===== src/sv/adaptive_notch_filter_top_macros.svh =====
// Assertion macros for the adaptive notch filter top level.
`ifndef ADAPTIVE_NOTCH_FILTER_TOP_MACROS_SVH
`define ADAPTIVE_NOTCH_FILTER_TOP_MACROS_SVH

// Same-cycle implication, sampled on clk, off during reset.
`define ANF_ASSERT_IMPL(name, ante, cons, msg) \
    name: assert property (@(posedge clk) disable iff (!rst_n) (ante) |-> (cons)) \
        else $error(msg);

// Next-cycle implication, sampled on clk, off during reset.
`define ANF_ASSERT_NEXT(name, ante, cons, msg) \
    name: assert property (@(posedge clk) disable iff (!rst_n) (ante) |=> (cons)) \
        else $error(msg);

`endif


===== src/sv/anf_pkg.sv =====
// Shared types, constants and microcode table for the adaptive notch filter.
package anf_pkg;

    localparam int SAMPLE_W  = 16;
    localparam int CFG_W     = 15;
    localparam int CFG_DATA_W = 16;
    localparam int CFG_IDX_W = 3;
    localparam int OPA_W     = 24;
    localparam int OPB_W     = 17;
    localparam int PROD_W    = OPA_W + OPB_W;
    localparam int ACC_W     = 26;
    localparam int ERR_W     = 24;
    localparam int UCODE_DEPTH = 16;
    localparam int PC_W      = $clog2(UCODE_DEPTH);
    localparam int COEF_LIMIT = 16384;

    typedef enum logic [CFG_IDX_W-1:0] {
        CFG_FORGET_FACTOR,
        CFG_FORGET_COMPLEMENT,
        CFG_STEP_SIZE,
        CFG_RADIUS_FINAL,
        CFG_RADIUS_START,
        CFG_COEF_START
    } cfg_idx_t;

    typedef enum logic [1:0] {
        SEQ_NEXT,
        SEQ_WAIT_IN,
        SEQ_RETURN
    } seq_t;

    typedef enum logic [3:0] {
        A_NONE,
        A_FF,
        A_FC,
        A_SS,
        A_R,
        A_T4,
        A_H1,
        A_H0,
        A_E
    } asel_t;

    typedef enum logic [2:0] {
        B_NONE,
        B_R,
        B_RF,
        B_H0,
        B_A,
        B_Q,
        B_NA,
        B_G
    } bsel_t;

    typedef enum logic [3:0] {
        OP_NONE,
        OP_CAPTURE,
        OP_LOAD_T,
        OP_RADIUS,
        OP_LOAD_G,
        OP_LOAD_Q,
        OP_SUB_T,
        OP_LOAD_U,
        OP_HIST,
        OP_ERR,
        OP_COEF,
        OP_PUBLISH
    } op_t;

    typedef enum logic [1:0] {
        RND_9,
        RND_11,
        RND_15
    } rnd_t;

    typedef struct packed {
        seq_t  seq;
        asel_t asel;
        bsel_t bsel;
        op_t   op;
        rnd_t  rnd;
    } uword_t;

    typedef struct packed {
        logic   exec;
        uword_t word;
    } ctrl_t;

    function automatic uword_t mk(seq_t s, asel_t a, bsel_t b, op_t o, rnd_t r);
        uword_t w;
        w.seq  = s;
        w.asel = a;
        w.bsel = b;
        w.op   = o;
        w.rnd  = r;
        return w;
    endfunction

    // Each word multiplies its operands and applies op to the previous product.
    function automatic uword_t ucode(logic [PC_W-1:0] pc);
        uword_t w;
        case (pc)
            4'd0:    w = mk(SEQ_WAIT_IN, A_NONE, B_NONE, OP_CAPTURE, RND_9);
            4'd1:    w = mk(SEQ_NEXT,    A_FF,   B_R,    OP_NONE,    RND_9);
            4'd2:    w = mk(SEQ_NEXT,    A_FC,   B_RF,   OP_LOAD_T,  RND_15);
            4'd3:    w = mk(SEQ_NEXT,    A_SS,   B_H0,   OP_RADIUS,  RND_15);
            4'd4:    w = mk(SEQ_NEXT,    A_R,    B_H0,   OP_LOAD_G,  RND_11);
            4'd5:    w = mk(SEQ_NEXT,    A_R,    B_R,    OP_LOAD_T,  RND_11);
            4'd6:    w = mk(SEQ_NEXT,    A_T4,   B_A,    OP_LOAD_Q,  RND_15);
            4'd7:    w = mk(SEQ_NEXT,    A_H1,   B_Q,    OP_LOAD_T,  RND_11);
            4'd8:    w = mk(SEQ_NEXT,    A_H0,   B_NA,   OP_SUB_T,   RND_11);
            4'd9:    w = mk(SEQ_NEXT,    A_NONE, B_NONE, OP_LOAD_U,  RND_9);
            4'd10:   w = mk(SEQ_NEXT,    A_NONE, B_NONE, OP_HIST,    RND_9);
            4'd11:   w = mk(SEQ_NEXT,    A_NONE, B_NONE, OP_ERR,     RND_9);
            4'd12:   w = mk(SEQ_NEXT,    A_E,    B_G,    OP_NONE,    RND_9);
            4'd13:   w = mk(SEQ_NEXT,    A_NONE, B_NONE, OP_LOAD_T,  RND_15);
            4'd14:   w = mk(SEQ_NEXT,    A_NONE, B_NONE, OP_COEF,    RND_9);
            4'd15:   w = mk(SEQ_RETURN,  A_NONE, B_NONE, OP_PUBLISH, RND_9);
            default: w = mk(SEQ_WAIT_IN, A_NONE, B_NONE, OP_CAPTURE, RND_9);
        endcase
        return w;
    endfunction

endpackage


===== src/sv/anf_sequencer.sv =====
// Microcode sequencer: step counter, control store and wait conditions.
module anf_sequencer (
    input  logic          clk,
    input  logic          rst_n,
    input  logic          in_valid,
    input  logic          out_free,
    output logic          in_ready,
    output anf_pkg::ctrl_t ctrl
);
    import anf_pkg::*;

    localparam logic [PC_W-1:0] PC_START = '0;

    logic [PC_W-1:0] pc_reg;
    logic [PC_W-1:0] pc_next;
    uword_t          word;
    logic            exec;

    assign word = ucode(pc_reg);

    always_comb
    begin
        exec    = 1'b1;
        pc_next = PC_W'(pc_reg + 1'b1);
        case (word.seq)
            SEQ_NEXT:
            begin
                exec    = 1'b1;
                pc_next = PC_W'(pc_reg + 1'b1);
            end
            SEQ_WAIT_IN:
            begin
                exec    = in_valid;
                pc_next = in_valid ? PC_W'(pc_reg + 1'b1) : pc_reg;
            end
            SEQ_RETURN:
            begin
                exec    = out_free;
                pc_next = out_free ? PC_START : pc_reg;
            end
            default:
            begin
                exec    = 1'b0;
                pc_next = PC_START;
            end
        endcase
    end

    assign in_ready  = (word.seq == SEQ_WAIT_IN);
    assign ctrl.exec = exec;
    assign ctrl.word = word;

    always_ff @(posedge clk or negedge rst_n)
    begin
        if (!rst_n)
        begin
            pc_reg <= PC_START;
        end
        else
        begin
            pc_reg <= pc_next;
        end
    end

endmodule


===== src/sv/anf_datapath.sv =====
// Datapath: configuration, filter state, shared multiplier and rounding unit.
module anf_datapath (
    input  logic                                  clk,
    input  logic                                  rst_n,
    input  anf_pkg::ctrl_t                        ctrl,
    input  logic signed [anf_pkg::SAMPLE_W-1:0]   sample_in,
    input  logic                                  cfg_we,
    input  logic [anf_pkg::CFG_IDX_W-1:0]         cfg_index,
    input  logic [anf_pkg::CFG_DATA_W-1:0]        cfg_data,
    output logic signed [anf_pkg::SAMPLE_W-1:0]   err
);
    import anf_pkg::*;

    logic [CFG_W-1:0]           ff_reg, ff_next;
    logic [CFG_W-1:0]           fc_reg, fc_next;
    logic [CFG_W-1:0]           ss_reg, ss_next;
    logic [CFG_W-1:0]           rf_reg, rf_next;
    logic signed [SAMPLE_W-1:0] radius_reg, radius_next;
    logic signed [SAMPLE_W-1:0] coef_reg, coef_next;
    logic signed [SAMPLE_W-1:0] hist0_reg, hist0_next;
    logic signed [SAMPLE_W-1:0] hist1_reg, hist1_next;

    logic signed [SAMPLE_W-1:0] y_reg, y_next;
    logic signed [ACC_W-1:0]    t_reg, t_next;
    logic signed [ERR_W-1:0]    u_reg, u_next;
    logic signed [ERR_W-1:0]    e_reg, e_next;
    logic signed [SAMPLE_W-1:0] g_reg, g_next;
    logic signed [SAMPLE_W-1:0] q_reg, q_next;
    logic signed [PROD_W-1:0]   prod_reg;

    logic signed [OPA_W-1:0]    opa;
    logic signed [OPB_W-1:0]    opb;
    logic signed [PROD_W:0]     rval;
    logic signed [ACC_W:0]      rad_sum;
    logic signed [ACC_W:0]      hist_sum;
    logic signed [ACC_W:0]      inc_wide;
    logic signed [SAMPLE_W-1:0] inc;
    logic signed [SAMPLE_W:0]   coef_sum;
    logic signed [SAMPLE_W-1:0] coef_sat;
    logic                       do_op;

    assign do_op = ctrl.exec;
    assign err   = e_reg[SAMPLE_W-1:0];

    always_comb
    begin
        case (ctrl.word.asel)
            A_NONE:  opa = '0;
            A_FF:    opa = OPA_W'({1'b0, ff_reg});
            A_FC:    opa = OPA_W'({1'b0, fc_reg});
            A_SS:    opa = OPA_W'({1'b0, ss_reg});
            A_R:     opa = OPA_W'(radius_reg);
            A_T4:    opa = OPA_W'(t_reg >>> 2);
            A_H1:    opa = OPA_W'(hist1_reg);
            A_H0:    opa = OPA_W'(hist0_reg);
            A_E:     opa = OPA_W'(e_reg);
            default: opa = '0;
        endcase
    end

    always_comb
    begin
        case (ctrl.word.bsel)
            B_NONE:  opb = '0;
            B_R:     opb = OPB_W'(radius_reg);
            B_RF:    opb = OPB_W'({1'b0, rf_reg});
            B_H0:    opb = OPB_W'(hist0_reg);
            B_A:     opb = OPB_W'(coef_reg);
            B_Q:     opb = OPB_W'(q_reg);
            B_NA:    opb = -OPB_W'(coef_reg);
            B_G:     opb = OPB_W'(g_reg);
            default: opb = '0;
        endcase
    end

    always_comb
    begin
        case (ctrl.word.rnd)
            RND_9:   rval = ((PROD_W+1)'(prod_reg) + (PROD_W+1)'(256)) >>> 9;
            RND_11:  rval = ((PROD_W+1)'(prod_reg) + (PROD_W+1)'(1024)) >>> 11;
            RND_15:  rval = ((PROD_W+1)'(prod_reg) + (PROD_W+1)'(16384)) >>> 15;
            default: rval = '0;
        endcase
    end

    always_comb
    begin
        rad_sum  = (ACC_W+1)'(t_reg) + (ACC_W+1)'(rval);
        hist_sum = (ACC_W+1)'(y_reg) + (ACC_W+1)'(t_reg);
        inc_wide = ((ACC_W+1)'(t_reg) + (ACC_W+1)'(2)) >>> 2;
        inc      = inc_wide[SAMPLE_W-1:0];
        coef_sum = (SAMPLE_W+1)'(coef_reg) + (SAMPLE_W+1)'(inc);
        if (coef_sum < -(SAMPLE_W+1)'(COEF_LIMIT))
        begin
            coef_sat = -SAMPLE_W'(COEF_LIMIT);
        end
        else if (coef_sum > (SAMPLE_W+1)'(COEF_LIMIT))
        begin
            coef_sat = SAMPLE_W'(COEF_LIMIT);
        end
        else
        begin
            coef_sat = coef_sum[SAMPLE_W-1:0];
        end
    end

    always_comb
    begin
        ff_next     = ff_reg;
        fc_next     = fc_reg;
        ss_next     = ss_reg;
        rf_next     = rf_reg;
        radius_next = radius_reg;
        coef_next   = coef_reg;
        hist0_next  = hist0_reg;
        hist1_next  = hist1_reg;
        y_next      = y_reg;
        t_next      = t_reg;
        u_next      = u_reg;
        e_next      = e_reg;
        g_next      = g_reg;
        q_next      = q_reg;

        if (do_op)
        begin
            case (ctrl.word.op)
                OP_NONE:    ;
                OP_CAPTURE: y_next = sample_in;
                OP_LOAD_T:  t_next = ACC_W'(rval);
                OP_RADIUS:  radius_next = rad_sum[SAMPLE_W-1:0];
                OP_LOAD_G:  g_next = rval[SAMPLE_W-1:0];
                OP_LOAD_Q:  q_next = rval[SAMPLE_W-1:0];
                OP_SUB_T:   t_next = t_reg - ACC_W'(rval);
                OP_LOAD_U:  u_next = ERR_W'(rval) + (ERR_W'(hist1_reg) <<< 4);
                OP_HIST:
                begin
                    hist1_next = hist0_reg;
                    hist0_next = hist_sum[SAMPLE_W+3:4];
                end
                OP_ERR:     e_next = (ERR_W'(hist0_reg) <<< 4) + u_reg;
                OP_COEF:    coef_next = coef_sat;
                OP_PUBLISH: ;
                default:    ;
            endcase
        end

        if (cfg_we)
        begin
            case (cfg_index)
                CFG_FORGET_FACTOR:     ff_next = cfg_data[CFG_W-1:0];
                CFG_FORGET_COMPLEMENT: fc_next = cfg_data[CFG_W-1:0];
                CFG_STEP_SIZE:         ss_next = cfg_data[CFG_W-1:0];
                CFG_RADIUS_FINAL:      rf_next = cfg_data[CFG_W-1:0];
                CFG_RADIUS_START:      radius_next = {1'b0, cfg_data[CFG_W-1:0]};
                CFG_COEF_START:        coef_next = cfg_data;
                default:               ;
            endcase
        end
    end

    always_ff @(posedge clk or negedge rst_n)
    begin
        if (!rst_n)
        begin
            ff_reg     <= '0;
            fc_reg     <= '0;
            ss_reg     <= '0;
            rf_reg     <= '0;
            radius_reg <= '0;
            coef_reg   <= '0;
            hist0_reg  <= '0;
            hist1_reg  <= '0;
        end
        else
        begin
            ff_reg     <= ff_next;
            fc_reg     <= fc_next;
            ss_reg     <= ss_next;
            rf_reg     <= rf_next;
            radius_reg <= radius_next;
            coef_reg   <= coef_next;
            hist0_reg  <= hist0_next;
            hist1_reg  <= hist1_next;
        end
    end

    always_ff @(posedge clk)
    begin
        y_reg    <= y_next;
        t_reg    <= t_next;
        u_reg    <= u_next;
        e_reg    <= e_next;
        g_reg    <= g_next;
        q_reg    <= q_next;
        prod_reg <= opa * opb;
    end

endmodule


===== src/sv/adaptive_notch_filter_top.sv =====
// Top level of the adaptive notch filter: sequencer, datapath and result register.
//
// Input channel: sample_in with in_valid/in_ready; one Q15 sample per transaction.
// Output channel: error_out with out_valid/out_ready; one Q15 error sample per
// input transaction, in order.
// Configuration: cfg_we/cfg_index/cfg_data write one register per cycle, no wait;
// write only while no sample is in flight. Writing the start radius or start
// coefficient also loads the running radius or coefficient.
// Schedule: a 16-word microprogram drives one shared 24x17 multiplier with a
// registered product. A sample accepted at the first step shows on error_out once
// the program reaches its publish step; no new sample is taken before it returns.
// The program length follows from its work: nine products pass one at a time through
// the multiplier, with capture, accumulate, write-back and publish steps around them.
// Stall: if the result register still holds an untaken result, the program
// holds at its last step and in_ready stays low until out_ready frees the slot.
// Reset: clears configuration, radius, coefficient, sample history and the
// output valid; the block then waits for its first sample.
`include "adaptive_notch_filter_top_macros.svh"

module adaptive_notch_filter_top (
    input  logic                                  clk,
    input  logic                                  rst_n,
    input  logic                                  in_valid,
    output logic                                  in_ready,
    input  logic signed [anf_pkg::SAMPLE_W-1:0]   sample_in,
    output logic                                  out_valid,
    input  logic                                  out_ready,
    output logic signed [anf_pkg::SAMPLE_W-1:0]   error_out,
    input  logic                                  cfg_we,
    input  logic [anf_pkg::CFG_IDX_W-1:0]         cfg_index,
    input  logic [anf_pkg::CFG_DATA_W-1:0]        cfg_data
);
    import anf_pkg::*;

    ctrl_t                      ctrl;
    logic                       out_free;
    logic                       publish;
    logic signed [SAMPLE_W-1:0] dp_err;
    logic                       out_valid_reg, out_valid_next;
    logic signed [SAMPLE_W-1:0] error_out_reg;

    assign out_free = !out_valid_reg || out_ready;
    assign publish  = ctrl.exec && (ctrl.word.op == OP_PUBLISH);

    anf_sequencer u_seq (
        .clk      (clk),
        .rst_n    (rst_n),
        .in_valid (in_valid),
        .out_free (out_free),
        .in_ready (in_ready),
        .ctrl     (ctrl)
    );

    anf_datapath u_dp (
        .clk       (clk),
        .rst_n     (rst_n),
        .ctrl      (ctrl),
        .sample_in (sample_in),
        .cfg_we    (cfg_we),
        .cfg_index (cfg_index),
        .cfg_data  (cfg_data),
        .err       (dp_err)
    );

    always_comb
    begin
        out_valid_next = out_valid_reg;
        if (publish)
        begin
            out_valid_next = 1'b1;
        end
        else if (out_ready)
        begin
            out_valid_next = 1'b0;
        end
    end

    always_ff @(posedge clk or negedge rst_n)
    begin
        if (!rst_n)
        begin
            out_valid_reg <= 1'b0;
        end
        else
        begin
            out_valid_reg <= out_valid_next;
        end
    end

    always_ff @(posedge clk)
    begin
        if (publish)
        begin
            error_out_reg <= dp_err;
        end
    end

    assign out_valid = out_valid_reg;
    assign error_out = error_out_reg;

    `ANF_ASSERT_IMPL(a_no_overwrite, publish, (!out_valid_reg || out_ready), "pending result overwritten")
    `ANF_ASSERT_NEXT(a_busy_after_accept, (in_valid && in_ready), !in_ready, "second sample taken while busy")
    `ANF_ASSERT_IMPL(a_valid_from_publish, $rose(out_valid_reg), $past(publish), "result valid without publish")

endmodule

===== config.mk =====
export PLATFORM = sky130hd
export DESIGN_NAME = adaptive_notch_filter_top
export DESIGN_NICKNAME = d
export VERILOG_FILES = /design/src/sv/anf_pkg.sv /design/src/sv/anf_sequencer.sv /design/src/sv/anf_datapath.sv /design/src/sv/adaptive_notch_filter_top.sv
export VERILOG_INCLUDE_DIRS = /design/src /design/src/sv
export SDC_FILE = /design/constraint.sdc
export NUM_CORES = 2
export LEC_CHECK = 0
export BUFFER_PORTS_ARGS = -buffer_cell sky130_fd_sc_hd__buf_2
export CORE_MARGIN = 2
export CORE_UTILIZATION = 30
export DETAILED_ROUTE_END_ITERATION = 10
export HOLD_SLACK_MARGIN = 0.15
export SLEW_MARGIN = 20
export SYNTH_ARGS = -nofsm -noshare
export SYNTH_HDL_FRONTEND = slang
export SYNTH_SLANG_ARGS = --single-unit

===== constraint.sdc =====
create_clock -name clk -period 20.9 [get_ports clk]
set_input_delay 3.135 -clock clk [delete_from_list [all_inputs] [get_ports clk]]
set_output_delay 3.135 -clock clk [all_outputs]
set_load 0.01 [all_outputs]

==> metrics <==
status=complete, no violations; fmax=between 0.1 and 0.15 GHz; Least-Margin Pin Slew=1.09 ns; Mapped Cells=about 3.5k; WL/cell=20.4 um; H-tree Lvls=2; Post-synth ARST share=0.430; fillers=10.9k; Site Rows=120; worst endpoint required time=about 21 ns; Critical Path AT=about 10 ns; antenna violation net count after detailed routing=0; Setup CP Type=flip-flop to flip-flop; Critical Path End Type=flip-flop; final setup vio count=0; Nets=4190; number of remaining DRC errors=0; CTS buffer count=36; initial antenna violation count=12; gpl congestion=0.933; Yosys reg bits=300; R2R setup slack=11.00 ns; Post-synth top flop=edfxtp_1; Seq/Total Area, Yosys=0.247; final hold violation count=0; most frequent cell after synthesis=inv_1; DR pass1 iterations=9; Hold WS=0.408 ns; postcts setup bufs=0; ranking of synthesized cells by area=fa_1 (25%), edfxtp_1 (13%), dfrtp_1 (9.9%); Clock Tree Root=clkbuf_16; Synth top area share=0.249; startpoint types=flip-flop; Core Region=about 110000 sq um; I/O pin count=58; Synth area leader=fa_1; die height=333 um; Slew Limit Headroom=0.276; Port Buffers=57; Hold Path End=u_dp.e_reg[3]; layout cell share with drive strength beyond 1=0.0884; Critical path origin=u_seq.pc_reg[1]; fin crit period=9.90 ns; unrepaired setup endpoints after global routing=false; Starting DRT DRC Count=2259; HP Start=u_dp.u_reg[3]; final setup skew=0.0320 ns; Hold-fix buffers, CTS=0; Die Width=333 um; Synthesis Warnings=0; clock sinks=300; CP Max Fanout=22; clk slew on worst S/H paths=0.06 ns; number of enable flip-flop cells after synthesis=138; max FFs per register=33; most frequent cells after synthesis=inv_1 (515), fa_1 (405), nand2_1 (397), nor2_1 (396), ha_1 (219); Avg Inst Size Synth=9.28 sq um; most repeated library cell on the critical path=fa_1; r2r worst-path depth=30; R2R Path Start=u_seq.pc_reg[1]; total number of vias=25.7k; synth-to-layout area growth=10.1%; number of global-route vias before repair=roughly 26k; total gr overflow=0; Critical Path Slowest Stage Cell=dfrtp_1; die area=111000 sq um; crit-path max cell delay=0.82 ns; CTS tree=yes; dpl hpwl=about 79 mm; largest net degree at the start of global routing=78; Tightest Hold Check Type=flip-flop to flip-flop; number of vias per cell=5.18; CTS max path bufs=3; Max Slew Vio Count=0; Post-Syn Area=32500 sq um; setup TNS=0 ns; Clock Latency Late Sink=0.59 ns; post-synth net total=4168; routed wire length=101 mm; fin crit share=0.473; R2R Path End=u_dp.prod_reg[40]; post-CTS resize count=0; maxcap violations=0; hold path cells=0; first-pass GRT wire length=158 mm; Yosys cell types=87; Initial Util=0.303; GR Util All Layers=0.184
==> metrics by stage <==
stage / setup slack [ns] / util / instances / instance area, sq um
final: 11.00 / 0.334 / 4962 / 35800
after floorplan: 12.58 / - / 3504 / 32500
after global placement: 11.01 / 0.322 / 4890 / 34600
after global routing: 10.41 / 0.333 / 4957 / 35800
after CTS: 11.06 / 0.333 / 4957 / 35800
after detailed placement: 11.11 / 0.323 / 4891 / 34600
==> worst max path at each step <==
stage                                   end  cells past startpoint
final                     u_dp.prod_reg[40]                     30
after global routing      u_dp.prod_reg[40]                     31
after CTS                 u_dp.prod_reg[40]                     30
after detailed placement  u_dp.prod_reg[40]                     30
after global placement    u_dp.prod_reg[40]                     29
after floorplan           u_dp.prod_reg[40]                     35
==> critical path, delay by kind of cell (launching register included) <==
family	cells	cell delay, ns
XOR/XNOR	1	0.14
multiplexers	1	0.24
buffers and inverters	7	1.04
adder cells (fa/ha/maj)	8	3.80
AO/OA/AOI/OAI	8	2.56
flip-flops	1	0.82
AND/OR/NAND/NOR	5	1.14
==> area by class of cell <==
type,count,area (sq um),area share
multi-input combinational,2551,22100,0.618
inverter,515,1930,0.0540
timing repair buffer,122,781,0.0218
clock buffer,58,1050,0.0295
antenna,5,12.5,0.000349
tap,1403,1760,0.0490
sequential,300,8030,0.224
clock inverter,8,111,0.00311
==> metal layers <==
layer / part of all wire / GRT usage
met1: 0.43 / 0.259
met2: 0.45 / 0.287
met3: 0.084 / 0.0276
met4: 0.035 / 0.0632
met5: 0.00013 / 0
==> cell usage in the layout (no fill, tap or decap), drive strengths merged, types with 122 or more instances in the layout <==
cell type and instances:
a21oi 152, dfrtp 129, buf 122, nor2 397
edfxtp 138, nand2 398, inv 517, o21ai 141
ha 219, fa 405
==> cell families (layout without fill, tap and decap cells) <==
kind of cell    count (synthesis)  after routing  share of synthesized area
compound gates                571            571                      0.119
xor+xnor                      159            159                     0.0428
fa+ha+maj                     624            624                      0.334
buf+inv                       653            703                     0.0764
flops                         300            300                      0.247
mux                            92             92                     0.0314
other cells                     0              5                          0
simple gates                 1105           1105                      0.150
Power is not shown: default switching activity piles up to over one toggle a cycle in this logic, so the estimate is an artifact.
